$ cat src/sv/tfn_pkg.sv
// ----------------------------------------------------------------------------
// tfn_pkg
// Shared constants for the triangle face normal pipeline.
// ----------------------------------------------------------------------------
package tfn_pkg;

    localparam int COORD_BITS_DEF       = 16;
    localparam int NORMAL_FRAC_BITS_DEF = 14;

    // Edges are cut down to this many magnitude bits before the cross product.
    localparam int EDGE_LIMIT    = 30;
    // Cross product components are pre-scaled below 2^PRESCALE_BITS.
    localparam int PRESCALE_BITS = 30;

    // Default widths for the root and divider stages at the default coordinates.
    localparam int MAG_W_DEF = PRESCALE_BITS + 1;
    localparam int LEN_W_DEF = MAG_W_DEF + 1;

endpackage

$ cat src/sv/tfn_isqrt.sv
// ----------------------------------------------------------------------------
// tfn_isqrt
// Pipelined integer square root, one root bit per stage, with sideband.
// ----------------------------------------------------------------------------
module tfn_isqrt
    import tfn_pkg::*;
#(
    parameter int ROOT_W = LEN_W_DEF,
    parameter int SIDE_W = 4
)
(
    input  logic                  clk,
    input  logic                  rst_n,
    input  logic                  en,
    input  logic                  in_valid,
    input  logic [2*ROOT_W-1:0]   in_x,
    input  logic [SIDE_W-1:0]     in_side,
    output logic                  out_valid,
    output logic [ROOT_W-1:0]     out_root,
    output logic [SIDE_W-1:0]     out_side
);

    localparam int SW = 2 * ROOT_W;

    // rem = x - root^2 at every stage
    logic [SW-1:0]     rem_reg   [1:ROOT_W];
    logic [ROOT_W-1:0] root_reg  [1:ROOT_W];
    logic [SIDE_W-1:0] side_reg  [1:ROOT_W];
    logic              valid_reg [1:ROOT_W];

    for (genvar i = 0; i < ROOT_W; i++) begin : g_stage
        localparam int K = ROOT_W - 1 - i;

        logic [SW-1:0]     src_rem;
        logic [ROOT_W-1:0] src_root;
        logic [SIDE_W-1:0] src_side;
        logic              src_valid;
        logic [SW:0]       trial;
        logic [SW-1:0]     rem_next;
        logic [ROOT_W-1:0] root_next;

        if (i == 0) begin : g_first
            assign src_rem   = in_x;
            assign src_root  = '0;
            assign src_side  = in_side;
            assign src_valid = in_valid;
        end
        else begin : g_mid
            assign src_rem   = rem_reg[i];
            assign src_root  = root_reg[i];
            assign src_side  = side_reg[i];
            assign src_valid = valid_reg[i];
        end

        // try bit K: (root + 2^K)^2 - root^2 = root*2^(K+1) + 4^K
        always_comb
        begin
            trial = ((SW + 1)'(src_root) << (K + 1)) + ((SW + 1)'(1) << (2 * K));
            if ({1'b0, src_rem} >= trial)
            begin
                rem_next  = src_rem - trial[SW-1:0];
                root_next = src_root | (ROOT_W'(1) << K);
            end
            else
            begin
                rem_next  = src_rem;
                root_next = src_root;
            end
        end

        always_ff @(posedge clk or negedge rst_n)
        begin
            if (!rst_n)
                valid_reg[i+1] <= 1'b0;
            else if (en)
                valid_reg[i+1] <= src_valid;
        end

        always_ff @(posedge clk)
        begin
            if (en)
            begin
                rem_reg[i+1]  <= rem_next;
                root_reg[i+1] <= root_next;
                side_reg[i+1] <= src_side;
            end
        end
    end

    assign out_valid = valid_reg[ROOT_W];
    assign out_root  = root_reg[ROOT_W];
    assign out_side  = side_reg[ROOT_W];

endmodule

$ cat config.mk
export PLATFORM = sky130hd
export DESIGN_NAME = tfn_isqrt
export DESIGN_NICKNAME = d
export VERILOG_FILES = /design/src/sv/tfn_pkg.sv /design/src/sv/tfn_isqrt.sv
export SDC_FILE = /design/constraint.sdc
export NUM_CORES = 2
export LEC_CHECK = 0
export BUFFER_PORTS_ARGS = -buffer_cell sky130_fd_sc_hd__buf_2
export CORE_MARGIN = 1
export CORE_UTILIZATION = 56
export DETAILED_ROUTE_END_ITERATION = 16
export PLACE_DENSITY = 0.72
export SLEW_MARGIN = 20
export SYNTH_ARGS = -nofsm -noshare
export SYNTH_HDL_FRONTEND = slang
export SYNTH_SLANG_ARGS = --single-unit
export TNS_END_PERCENT = 20
$ cat constraint.sdc
create_clock -name clk -period 9.45 [get_ports clk]
set_input_delay 1.89 -clock clk [delete_from_list [all_inputs] [get_ports clk]]
set_output_delay 1.89 -clock clk [all_outputs]
set_load 0.05 [all_outputs]
==> reports/qor.txt <==
===============================================================================================
Status ........................................................................... finished clean
Net count after synthesis ........................................................        10361
Post-synthesis cell count ........................................................         9731
Non-Filler Cell Area, Final ......................................................  139000 um^2
Number of cell rows ..............................................................          173
Post-synthesis sequential area ratio .............................................        64.0%
Count of yosys warnings during synthesis .........................................            0
Inserted Clock Buffers ...........................................................          296
Buffers & Inverters on Critical Path .............................................            2
Area added between synthesis and finish ..........................................        11.0%
Shortest clock period the worst path allows after layout .........................      4.65 ns
Net Sw Frac ......................................................................        28.8%
Root buffer cell ................................................................. sky130_fd_sc_hd__clkbuf_16
Share of Yosys cell area claimed by the top area cell type .......................        63.4%
Vias in the first global route ...................................................        75677
Global-route wire length before repair ...........................................       453 mm
CTS tree .........................................................................         done
Cell area after synthesis ........................................................  125000 um^2
Setup violators final ............................................................            0
Number of routed nets with antenna violations ....................................            0
Top Family by Delay on Critical Path ............................................. compound AO/OA/AOI/OAI gates
Average wire per cell in the routed design .......................................      22.8 um
Post-DR vias/cell ................................................................         5.95
Setup repair after global routing missed its margin ..............................           no
Async set or reset register ratio after synthesis ................................        1.20%
Worst skew pair latency ..........................................................      0.94 ns
PortBufs .........................................................................          108
Part of the cycle the worst path needs ...........................................        49.2%
Post-route DRC ...................................................................            0
GRT Total Usage ..................................................................        26.4%
Largest cells by area after synthesis ............................................ sky130_fd_sc_hd__edfxtp_1 63%, sky130_fd_sc_hd__ha_1 5.6%, sky130_fd_sc_hd__xnor2_1 3.2%, sky130_fd_sc_hd__xor2_1 3.0%, sky130_fd_sc_hd__a21oi_1 2.3%
WP data arrival ..................................................................      5.30 ns
Worst hold path type ............................................................. flop to flop
Number of buffers added for setup after CTS ......................................            0
Worst EP required ................................................................     10.10 ns
Placed insts .....................................................................        12678
Met3 routed wirelength ...........................................................      16.5 mm
Setup_tns ........................................................................         0 ns
P per Cell Area ..................................................................  250 nW/um^2
Net count reported at finish .....................................................        10632
Number of enable-type register cells in the synthesized netlist ..................         2640
Count of hold buffers inserted by post-cts repair ................................            0
Max capacitance violation total ..................................................            0
Clock network fraction of design power ...........................................        32.7%
Crit path largest cell delay .....................................................      0.67 ns
Cells traversed along the worst timing path ...................................... inv_1 > ha_1 > nor2b_1 > o31a_1 > o41a_1 > a21oi_1 > o21ai_0 > o21ai_0 > nand3_2 > buf_4 > or4b_1 > or3_1 > xnor2_1
Pin count of the biggest net entering global routing .............................          198
Final hold vios ..................................................................            0
Sum of internal, switching and leakage power .....................................      34.7 mW
Internal cell power ..............................................................      24.7 mW
Deepest level of the CTS H-tree ..................................................            5
Worst-path cell with the longest stage delay ..................................... sky130_fd_sc_hd__or4b_1
CTS sink count ...................................................................         2672
Most used flip-flop cell after synthesis ......................................... sky130_fd_sc_hd__edfxtp_1
Effective utilization at floorplan ...............................................        56.3%
Static leakage ...................................................................      51.9 nW
Max IR drop VDD ..................................................................   0.000211 V
Routed wire length on met2 .......................................................       148 mm
Average cell area after synthesis ................................................    12.9 um^2
Number of library cell types mapped by synthesis .................................           89
Number of antenna violations at the first check in global routing ................            7
Clock input transition at the sequential cells of the worst setup and hold paths .      0.06 ns
Starting DRT DRC Count ...........................................................         7330
Register bit count reported by yosys .............................................         2672
Category of the most critical setup path ......................................... flop to flop
Leading cell type in the layout, fill and taps excluded .......................... sky130_fd_sc_hd__edfxtp_1
First drt pass iteration count ...................................................            6
Width of the chip ................................................................       475 um
Share of power burned in registers ...............................................        46.9%
Biggest area consumer among synthesized cells .................................... sky130_fd_sc_hd__edfxtp_1
Max Slew Vio Count ...............................................................            0
Die height .......................................................................       475 um
CP Capture Type ..................................................................         flop
HPWL after detailed placement ....................................................       223 mm
Layout Skew ......................................................................    0.0690 ns
Fraction of final layout cells sized beyond drive strength 1 .....................        7.47%
Flip-flop count of the largest register after layout .............................         1984
Critical path fanouts, max .......................................................           58
Worst Max-Slew Pin Slew ..........................................................      1.16 ns
Post-cts sizing count ............................................................            0
Detailed Route WL ................................................................       301 mm
Die outline area .................................................................  225000 um^2
Combinational Power Share ........................................................        20.3%
Overflow after GRT ...............................................................            0
Total I/O pin count ..............................................................          109
M1 wire length ...................................................................       124 mm
Highest routed metal layer .......................................................         met4
Area after detailed placement ....................................................  129000 um^2
Sw power .........................................................................      10.0 mW
Clock Path Buffers ...............................................................            4
FILL cells .......................................................................        16566
Vias .............................................................................        78540
Placer Congestion ................................................................        0.963
Top cell by count, worst path .................................................... sky130_fd_sc_hd__o21ai_0
Achievable clock frequency .......................................................      215 MHz
Core Box Area ....................................................................  222000 um^2
Hold Worst Slack .................................................................     0.362 ns
Final Non-Filler Cells ...........................................................        13196
Leading cell types in the layout, fill and taps excluded ......................... 2640 x sky130_fd_sc_hd__edfxtp_1, 682 x sky130_fd_sc_hd__inv_1, 660 x sky130_fd_sc_hd__nand2_1, 603 x sky130_fd_sc_hd__nor2_1, 581 x sky130_fd_sc_hd__a21oi_1
Slew headroom ....................................................................        22.7%
CP startpoint kind ...............................................................         flop
===============================================================================================
## Yosys cell counts (41+ instances only)
library cell and count:
sky130_fd_sc_hd__a21o_1 242, sky130_fd_sc_hd__o31ai_1 45, sky130_fd_sc_hd__nand3_1 141, sky130_fd_sc_hd__a211oi_1 41, sky130_fd_sc_hd__o21a_1 114, sky130_fd_sc_hd__clkbuf_1 159, sky130_fd_sc_hd__nand2b_1 111, sky130_fd_sc_hd__inv_1 682
sky130_fd_sc_hd__nor2b_1 83, sky130_fd_sc_hd__and3_1 44, sky130_fd_sc_hd__nand4_1 150, sky130_fd_sc_hd__edfxtp_1 2640, sky130_fd_sc_hd__mux2_2 112, sky130_fd_sc_hd__or4_1 65, sky130_fd_sc_hd__o211ai_1 41, sky130_fd_sc_hd__a31oi_1 46
sky130_fd_sc_hd__a21oi_1 582, sky130_fd_sc_hd__nor4_1 341, sky130_fd_sc_hd__nor2_1 603, sky130_fd_sc_hd__xnor2_1 458, sky130_fd_sc_hd__o21bai_1 59, sky130_fd_sc_hd__ha_1 558, sky130_fd_sc_hd__o21ai_0 452, sky130_fd_sc_hd__nand2_1 660
sky130_fd_sc_hd__nor3_1 267, sky130_fd_sc_hd__nor4b_1 50, sky130_fd_sc_hd__or3_1 97, sky130_fd_sc_hd__xor2_1 431
## per-layer routing
metal  vias to the layer above  global-route usage, %
met2                      2566                   44.8
met3                       557                   3.34
met1                     38449                   34.5
li1                      36968                      -
met4                         0                   10.4
met5                         -                      0
## power groups by stage
stage | sequential, mW | combinational (mW) | clock, mW
finish | 16.3 | 7.06 | 11.4
global route | 16.4 | 7.75 | 12.0
CTS | 16.3 | 6.99 | 11.6
detailed placement | 16.5 | 6.93 | 0
global placement | 16.5 | 6.81 | 0
floorplan | 15.9 | 5.09 | 0
## cell families (layout without fill, tap and decap cells)
family | count (synthesis) | after routing | share of synthesized area (%)
AO/OA/AOI/OAI | 1805 | 1805 | 8.90
multiplexers | 128 | 128 | 1.14
XOR/XNOR | 889 | 889 | 6.22
buffers and inverters | 872 | 1355 | 2.63
AND/OR/NAND/NOR | 2807 | 2807 | 11.5
other | 0 | 7 | 0
flip-flops | 2672 | 2672 | 64.0
adder cells (fa/ha/maj) | 558 | 558 | 5.58
## final timing paths
kind,from,end,slack [ns],depth (start not counted)
worst max-delay path,root_reg[0][869],rem_reg[0][1853],4.80,13
worst min-delay path,side_reg[3][1],side_reg[3][5],0.36,0
worst max register to register,root_reg[0][869],rem_reg[0][1853],4.80,13
worst min register to register,side_reg[3][1],side_reg[3][5],0.36,0
max in group asynchronous,rst_n,g_stage[3].src_valid,7.99,1
min in group asynchronous,rst_n,g_stage[16].src_valid,1.02,1
## per-stage QoR
stage / utilization [%] / setup WS, ns
3_3_place_gp: 58.2 / 4.86
4_1_cts: 62.5 / 4.94
3_5_place_dp: 58.2 / 4.93
6_report: 62.5 / 4.80
2_1_floorplan: - / 5.76
5_1_grt: 62.5 / 4.55
## cell type report
| cell class | instances | area [um^2] | area share, % |
|---|---|---|---|
| diodes | 7 | 17.5 | 0.0126 |
| clock buffers | 345 | 7730 | 5.57 |
| clock inverters | 165 | 1760 | 1.27 |
| inverters | 684 | 2570 | 1.85 |
| multi-input cells | 6187 | 41800 | 30.1 |
| flip-flops and latches | 2672 | 80100 | 57.7 |
| well taps | 2975 | 3720 | 2.68 |
| repair buffers | 161 | 1150 | 0.830 |
Power figures use the tool's default switching activity.
